--- src/spd_pkg.sv ---
// ----------------------------------------------------------------------------
// spd_pkg
// shared types and constants for the sequence checked packet deframer
// ----------------------------------------------------------------------------
package spd_pkg;

    localparam int unsigned LEN_W = 24;
    localparam int unsigned SEQ_W = 8;
    localparam int unsigned BYTE_W = 8;

    localparam logic [LEN_W-1:0] LEN_CONTINUE = {LEN_W{1'b1}};

    typedef enum logic [0:0] {
        CMD_BYTE    = 1'b0,
        CMD_RESTART = 1'b1
    } t_cmd;

    typedef enum logic [0:0] {
        ERR_OK       = 1'b0,
        ERR_SEQUENCE = 1'b1
    } t_err;

    // 0..2 length bytes, 3 sequence byte, 4 payload
    typedef enum logic [2:0] {
        HDR_LEN0    = 3'd0,
        HDR_LEN1    = 3'd1,
        HDR_LEN2    = 3'd2,
        HDR_SEQ     = 3'd3,
        HDR_PAYLOAD = 3'd4
    } t_hdr;

    typedef struct packed {
        logic [BYTE_W-1:0] out_byte;
        logic              has_data;
        logic              last_of_message;
        t_err              error_code;
    } t_result;

endpackage

--- src/seq_checked_packet_deframer_core.sv ---
// output: a result is registered in the output register, or in the skid stage
// throughput: one input byte per cycle; a two-entry output register and skid
// stage let input continue while a result waits, stall rises only when both hold
// reset: synchronous active low; framing restarts at the first length byte,
// expected sequence is zero and the error lock is clear
// ----------------------------------------------------------------------------
// seq_checked_packet_deframer_core
// splits a length prefixed byte stream into payload bytes with message end
// markers and sequence number checking
// ----------------------------------------------------------------------------
module seq_checked_packet_deframer_core (
    input  logic                       i_clk,
    input  logic                       i_rst_n,
    input  logic                       i_in_valid,
    output logic                       o_in_stall,
    input  logic                       i_command,
    input  logic [spd_pkg::BYTE_W-1:0] i_in_byte,
    output logic                       o_out_valid,
    input  logic                       i_out_stall,
    output logic [spd_pkg::BYTE_W-1:0] o_out_byte,
    output logic                       o_has_data,
    output logic                       o_last_of_message,
    output logic                       o_error_code
);
    import spd_pkg::*;

    t_hdr             r_hdr, n_hdr;
    logic [LEN_W-1:0] r_len, n_len;
    logic [LEN_W-1:0] r_pos, n_pos;
    logic [SEQ_W-1:0] r_exp_seq, n_exp_seq;
    logic             r_cont, n_cont;
    logic             r_err_lock, n_err_lock;

    t_result r_out, n_out;
    t_result r_skid, n_skid;
    logic    r_out_valid, n_out_valid;
    logic    r_skid_valid, n_skid_valid;

    logic             accept;
    logic             out_take;
    logic             gen;
    t_result          res;
    logic [LEN_W-1:0] pos_inc;
    t_cmd             cmd;

    assign cmd      = t_cmd'(i_command);
    assign accept   = i_in_valid && !r_skid_valid;
    assign out_take = r_out_valid && !i_out_stall;
    assign pos_inc  = r_pos + LEN_W'(1);

    // next framing state
    always_comb begin
        n_hdr      = r_hdr;
        n_len      = r_len;
        n_pos      = r_pos;
        n_exp_seq  = r_exp_seq;
        n_cont     = r_cont;
        n_err_lock = r_err_lock;
        if (accept) begin
            if (cmd == CMD_RESTART) begin
                n_hdr      = HDR_LEN0;
                n_len      = '0;
                n_pos      = '0;
                n_cont     = 1'b0;
                n_exp_seq  = '0;
                n_err_lock = 1'b0;
            end else if (!r_err_lock) begin
                unique case (r_hdr)
                    HDR_LEN1: begin
                        n_len[15:8] = i_in_byte;
                        n_hdr       = HDR_LEN2;
                    end
                    HDR_LEN2: begin
                        n_len[23:16] = i_in_byte;
                        n_hdr        = HDR_SEQ;
                    end
                    HDR_SEQ: begin
                        if (i_in_byte != r_exp_seq) begin
                            n_err_lock = 1'b1;
                            n_hdr      = HDR_LEN0;
                            n_len      = '0;
                            n_pos      = '0;
                            n_cont     = 1'b0;
                        end else begin
                            n_exp_seq = r_exp_seq + SEQ_W'(1);
                            n_cont    = (r_len == LEN_CONTINUE);
                            n_pos     = '0;
                            n_hdr     = (r_len == '0) ? HDR_LEN0 : HDR_PAYLOAD;
                        end
                    end
                    HDR_PAYLOAD: begin
                        n_pos = pos_inc;
                        if (pos_inc == r_len) begin
                            n_hdr = HDR_LEN0;
                        end
                    end
                    default: begin
                        // first length byte, and any unused index
                        n_len = {{(LEN_W-BYTE_W){1'b0}}, i_in_byte};
                        n_hdr = HDR_LEN1;
                    end
                endcase
            end
        end
    end

    // result of the current transfer
    always_comb begin
        gen = 1'b0;
        res = '{out_byte: '0, has_data: 1'b0, last_of_message: 1'b0,
                error_code: ERR_OK};
        if (accept && cmd == CMD_BYTE && !r_err_lock) begin
            unique case (r_hdr)
                HDR_SEQ: begin
                    if (i_in_byte != r_exp_seq) begin
                        gen            = 1'b1;
                        res.error_code = ERR_SEQUENCE;
                    end else if (r_len == '0) begin
                        gen                 = 1'b1;
                        res.last_of_message = 1'b1;
                    end
                end
                HDR_PAYLOAD: begin
                    gen                 = 1'b1;
                    res.out_byte        = i_in_byte;
                    res.has_data        = 1'b1;
                    res.last_of_message = (pos_inc == r_len) && !r_cont;
                end
                default: begin
                    gen = 1'b0;
                end
            endcase
        end
    end

    // output register with skid stage
    always_comb begin
        n_out        = r_out;
        n_skid       = r_skid;
        n_out_valid  = r_out_valid;
        n_skid_valid = r_skid_valid;
        if (r_skid_valid) begin
            if (out_take) begin
                n_out        = r_skid;
                n_skid_valid = 1'b0;
            end
        end else if (gen) begin
            if (!r_out_valid || out_take) begin
                n_out       = res;
                n_out_valid = 1'b1;
            end else begin
                n_skid       = res;
                n_skid_valid = 1'b1;
            end
        end else if (out_take) begin
            n_out_valid = 1'b0;
        end
    end

    always_ff @(posedge i_clk) begin
        if (!i_rst_n) begin
            r_hdr        <= HDR_LEN0;
            r_len        <= '0;
            r_pos        <= '0;
            r_exp_seq    <= '0;
            r_cont       <= 1'b0;
            r_err_lock   <= 1'b0;
            r_out_valid  <= 1'b0;
            r_skid_valid <= 1'b0;
        end else begin
            r_hdr        <= n_hdr;
            r_len        <= n_len;
            r_pos        <= n_pos;
            r_exp_seq    <= n_exp_seq;
            r_cont       <= n_cont;
            r_err_lock   <= n_err_lock;
            r_out_valid  <= n_out_valid;
            r_skid_valid <= n_skid_valid;
        end
    end

    always_ff @(posedge i_clk) begin
        r_out  <= n_out;
        r_skid <= n_skid;
    end

    assign o_in_stall        = r_skid_valid;
    assign o_out_valid       = r_out_valid;
    assign o_out_byte        = r_out.out_byte;
    assign o_has_data        = r_out.has_data;
    assign o_last_of_message = r_out.last_of_message;
    assign o_error_code      = r_out.error_code;

`ifndef SYNTHESIS
    a_skid_needs_out: assert property (@(posedge i_clk) disable iff (!i_rst_n)
        r_skid_valid |-> r_out_valid)
        else $error("skid entry held while output register empty");

    a_payload_len_nonzero: assert property (@(posedge i_clk) disable iff (!i_rst_n)
        r_hdr == HDR_PAYLOAD |-> r_len != '0)
        else $error("payload phase with zero length");

    a_payload_pos_bound: assert property (@(posedge i_clk) disable iff (!i_rst_n)
        r_hdr == HDR_PAYLOAD |-> r_pos < r_len)
        else $error("payload position ran past length");

    a_lock_framing_idle: assert property (@(posedge i_clk) disable iff (!i_rst_n)
        r_err_lock |-> r_hdr == HDR_LEN0)
        else $error("framing active while error lock set");

    a_error_marker_empty: assert property (@(posedge i_clk) disable iff (!i_rst_n)
        (r_out_valid && r_out.error_code == ERR_SEQUENCE)
            |-> (!r_out.has_data && !r_out.last_of_message))
        else $error("error result carries data or end marker");
`endif

endmodule
--- config.mk ---
export PLATFORM = sky130hd
export DESIGN_NAME = seq_checked_packet_deframer_core
export DESIGN_NICKNAME = d
export VERILOG_FILES = /design/src/spd_pkg.sv /design/src/seq_checked_packet_deframer_core.sv
export SDC_FILE = /design/constraint.sdc
export NUM_CORES = 1
export LEC_CHECK = 0
export BUFFER_PORTS_ARGS = -buffer_cell sky130_fd_sc_hd__buf_4
export CAP_MARGIN = 30
export CELL_PAD_IN_SITES_DETAIL_PLACEMENT = 1
export CELL_PAD_IN_SITES_GLOBAL_PLACEMENT = 1
export CORE_ASPECT_RATIO = 1.2
export CORE_MARGIN = 2
export CORE_UTILIZATION = 40
export DETAILED_ROUTE_END_ITERATION = 10
export PLACE_DENSITY = 0.77
export SLEW_MARGIN = 10
export SYNTH_ARGS = -nofsm -noshare
export SYNTH_HDL_FRONTEND = slang
export SYNTH_SLANG_ARGS = --single-unit
--- constraint.sdc ---
create_clock -name i_clk -period 2.9 [get_ports i_clk]
set_input_delay 0.29 -clock i_clk [delete_from_list [all_inputs] [get_ports i_clk]]
set_output_delay 0.29 -clock i_clk [all_outputs]
set_load 0.005 [all_outputs]
Word-level counts from Yosys, hierarchy flattened
Index checks and enable logic that the tools add are counted.
{"block": "op_classes", "n_mux": 46, "n_reduce_logical": 30, "eq_ne": 16, "add_sub_neg": 2, "bitwise_logic": 3}
{"cell": "2-to-1 mux 24 bit", "n": 5}
{"cell": "2-to-1 mux 11 bit", "n": 5}
{"cell": "one-hot mux 24 bit (2 select lines)", "n": 1}
{"cell": "one-hot mux 8 bit (3 select lines)", "n": 2}
{"cell": "2-to-1 mux 8 bit", "n": 4}
{"cell": "adder 24 x 1 -> 24 bit, second input constant", "n": 1}
{"cell": "== test 24 bit", "n": 1}
{"cell": "== test 24 bit, second input constant", "n": 1}
{"cell": "logical NOT 24 bit", "n": 1}
{"cell": "2-to-1 mux 1 bit", "n": 19}
{"cell": "AND reduction 3 bit", "n": 6}
{"cell": "one-hot mux 8 bit (2 select lines)", "n": 1}
{"cell": "AND reduction 4 bit", "n": 4}
{"cell": "2-to-1 mux 3 bit", "n": 5}
{"cell": "one-hot mux 3 bit (4 select lines)", "n": 1}
{"cell": "!= test 2 x 1 -> 1 bit, second input constant", "n": 5}
{"cell": "2-to-1 mux 9 bit", "n": 1}
{"cell": "adder 8 x 1 -> 8 bit, second input constant", "n": 1}
{"cell": "!= test 8 bit", "n": 1}
{"cell": "nonzero test 2 bit", "n": 4}
{"cell": "== test 3 x 2 -> 1 bit, second input constant", "n": 2}
{"cell": "!= test 3 bit, second input constant", "n": 2}
{"cell": "logical AND 1 bit", "n": 5}
{"cell": "logical NOT 1 bit", "n": 5}
{"cell": "9 further kinds", "n": 14}
{"block": "totals", "out_inout_bits": 13, "register_bits": 85, "input_bits": 13}

Depth between registers and ports, before layout
{"block": "depth", "ltp_word": 8, "ltp_mapped": 10, "mapped_depth_nobuf": 8}

Least setup slack after synthesis
No wires, ideal clock.
{"block": "synth_path", "kind": "register to register", "from": "register r_pos[0]", "to": "register r_out, in the netlist o_last_of_message, data pin", "t_arrival_ns": 2.391, "path_slack_ns": 0.359, "stages_incl_launch_ff": 9, "required_ns": 2.750, "setup_ns": 0.150, "path_cell_list": "dfxtp_1 ha_1 nand3_2 nor4_4 xnor2_1 or4_1 nor4_1 nand4b_1 o211ai_2"}
{"element": "start: declaration", "line_no": "seq_checked_packet_deframer_core.sv:29", "text": "logic [LEN_W-1:0] r_pos, n_pos;"}
{"element": "start signal: assignment", "line_no": "seq_checked_packet_deframer_core.sv:173", "text": "r_pos <= n_pos;"}
{"element": "end signal: assignment", "line_no": "seq_checked_packet_deframer_core.sv:183", "text": "r_out <= n_out;"}
{"element": "end: declaration", "line_no": "seq_checked_packet_deframer_core.sv:34", "text": "t_result r_out, n_out;"}

==> flow_metrics.py <==
metrics = {
    "timing": {
        "timing.final.crit_share": 0.967,
        "setup_viol": 0,
        "fin_setup_tns_ns": 0,
        "drv_slew": 0,
        "min_period_ns": 2.81,
        "fmax_mhz": 356,
        "relSlewSlack": 0.335,
        "rsz0062_at_grt": "true",
        "layout_setup_ws_ns": 0.0945,
        "hold_viol_final": 0,
        "fin_skew_ns": 0.0115,
        "worstMarginPinSlew_ns": 0.991,
    },
    "cts": {
        "cts_hold_buf": 0,
        "h-tree-depth": 3,
        "post_cts_buffers": 0,
        "cts_sinks": 85,
        "cts-resized-gates": 0,
        "cts_tree": "yes",
        "clock_latency_ns": 0.35,
        "clkTransAtPathRegs_ns": 0.07,
        "root_buffer": "clkbuf_16",
        "clk_path_buf_depth": 2,
        "cts_buffers": 9,
    },
    "run": {
        "drv_cap": 0,
    },
    "grt": {
        "grt.overflow.total": 0,
        "grt_max_degree": 32,
        "grt_pass1_wl_um": 26400,
        "antenna_found_initial": 0,
        "grtUsageTotal": 0.252,
        "first_global_vias": 4961,
    },
    "logic_synthesis": {
        "ys_seq_area_frac": 0.386,
        "synth_area_leaders": "dfxtp_1, edfxtp_1, nand2_1",
        "yosys.area.top_type": "dfxtp_1",
        "ys_async_sr_fraction": 0,
        "synth_nets": 617,
        "synth_top_area_share": 0.254,
        "synth_seq_cells": 85,
        "synth.cell_area_um2": 4970,
        "yosysWarnings": 0,
        "avgSynthCellArea_um2": 8.26,
        "synth_cells": 602,
        "synth_ff_type": "dfxtp_1",
        "synth.distinct_cells": 65,
        "synth_edf_count": 22,
    },
    "finish": {
        "utilization": 0.473,
        "n_fill_cell": 1491,
        "final_common_cell": "nand2_1",
        "drive_gt1_frac": 0.136,
        "nNetsFinal": 641,
        "syn2layout_area_growth_pct": 15.1,
        "final_cell_mix": "nand2_1, dfxtp_1, buf_4",
        "antenna_cells": 0,
    },
    "min_path": {
        "hp-start": "i_in_byte[0]",
        "hold_class": "in2reg",
        "hold_end": "r_len[0]",
        "worstHoldPathCells": 3,
    },
    "placed_design": {
        "dp_hpwl_um": 11900,
        "dp_slack_ns": 0.147,
        "io_buffers": 25,
        "place.gp.congestion": 0.903,
    },
    "worst_setup_path": {
        "critical_path_required_ns": 3.10,
        "endpoint_kind": "flop",
        "r2r_start": "r_pos[3]",
        "reg2reg_depth": 8,
        "r2r_setup_slack_ns": 0.09,
        "worstSetupStartpointType": "flop",
        "r2r-end": "o_last_of_message",
        "cp_max_fo": 10,
        "path_class": "reg2reg",
        "arrival_ns": 3.00,
    },
    "power_and_ir_drop": {
        "p_per_area_nw_per_um2": 463,
        "irDropWorstVdd_mv": 0.297,
        "leakage_nw": 2.07,
    },
    "routing": {
        "dr.pass1.iters": 4,
        "drc_errors": 0,
        "drt.antenna.violating_nets": 0,
        "wirelength_um": 16200,
        "drt_iter0_drc": 196,
        "wl_per_cell_um": 20.5,
        "dr_total_vias": 4733,
        "vias_per_cell": 5.98,
    },
    "floorplan": {
        "die_h_um": 126,
        "io_pins": 26,
        "num_rows": 44,
        "design.die.area_um2": 13300,
        "start_util": 0.411,
        "core_um2": 12100,
        "dieWidth_um": 106,
    },
    "outcome": {
        "outcome": "finished clean",
    },
}
-- power by group --
part | internal, W | total, W | switching (W)
logic | 0.0000565 | 0.000165 | 0.000109
clock network | 0.000691 | 0.00125 | 0.000559
registers | 0.00122 | 0.00123 | 0.0000151
total | 0.00197 | 0.00265 | 0.000683
-- synthesized netlist by cell type (4+ instances only) --
master     count
clkbuf_1      25
xnor2_1       29
and2_1        10
or4_1          4
inv_1          7
or3_1          8
a211oi_1       8
nor3_1        19
nor4_1        18
dfxtp_1       63
a21oi_1       41
and3_1         9
nand3_1       21
nor2b_1        8
nand2_1       86
nand2b_1       6
a21o_1        12
a311oi_1       6
o21ai_0       23
o211ai_1       5
buf_2         10
o21ai_1        4
mux2i_1        9
a31oi_1       10
nor2_1        47
nand4_1       16
edfxtp_1      22
o2111ai_1     11
xor2_1        14
-- layout make-up --
cell class	instances	area, µm²	area share
well taps	161	201	0.0352
clock buffers	9	225	0.0393
repair buffers	53	398	0.0695
flip-flops and latches	85	1920	0.336
clock inverters	7	88.8	0.0155
inverters	8	30.0	0.00524
multi-input cells	469	2860	0.499
-- cell families after synthesis --
family	Yosys count	share of synthesized area
mux	9	0.0181
simple gates	272	0.284
flops	85	0.386
buf+inv	48	0.0425
compound gates	143	0.188
fa+ha+maj	2	0.00503
xor+xnor	43	0.0757
-- flip-flops by register name, indices dropped and copies added (netlist names) --
signal             cells
r_err_lock             1
o_error_code           1
r_len                 24
o_out_valid            1
r_cont                 1
o_out_byte             8
r_hdr                  3
o_has_data             1
o_in_stall             1
o_last_of_message      1
r_skid                11
r_pos                 24
r_exp_seq              8
-- worst max path at each step --
stage                  start           endpoint  cells after the start
global route        r_pos[3]  o_last_of_message                      8
CTS                 r_pos[3]  o_last_of_message                      7
detailed placement  r_pos[3]  o_last_of_message                      7
global placement    r_pos[0]  o_last_of_message                      8
finish              r_pos[3]  o_last_of_message                      8
floorplan           r_pos[0]  o_last_of_message                      8
-- stage by stage --
stage	cell area, µm²	std cells	hold WS (ns)	total power (W)
6_report	5730	792	0.251	0.00265
5_1_grt	5730	792	0.253	0.00273
4_1_cts	5710	792	0.244	0.00266
3_5_place_dp	5400	776	0.474	0.00142
3_3_place_gp	5400	776	0.457	0.00142
2_1_floorplan	4970	602	0.428	0.00135
-- critical path, cell delays in order, from the launching register on --
cell and delay [ns]:
dfxtp_1 0.52, nand4_2 0.36, or4_1 0.56, buf_4 0.19, o21ai_0 0.18, o2111ai_1 0.15, nor4_1 0.29, nand4b_1 0.21
o211ai_2 0.20
-- layer usage --
| metal | part of all wire | global-route usage | wire length (µm) | vias to the layer above |
|---|---|---|---|---|
| li1 | - | - | - | 2252 |
| met1 | 0.42 | 0.310 | 6880 | 2305 |
| met2 | 0.49 | 0.431 | 7890 | 125 |
| met3 | 0.039 | 0.0414 | 638 | 51 |
| met4 | 0.049 | 0.115 | 791 | 0 |
| met5 | 0 | 0 | 0 | - |
Note: power is estimated with default switching activity, not from simulation.
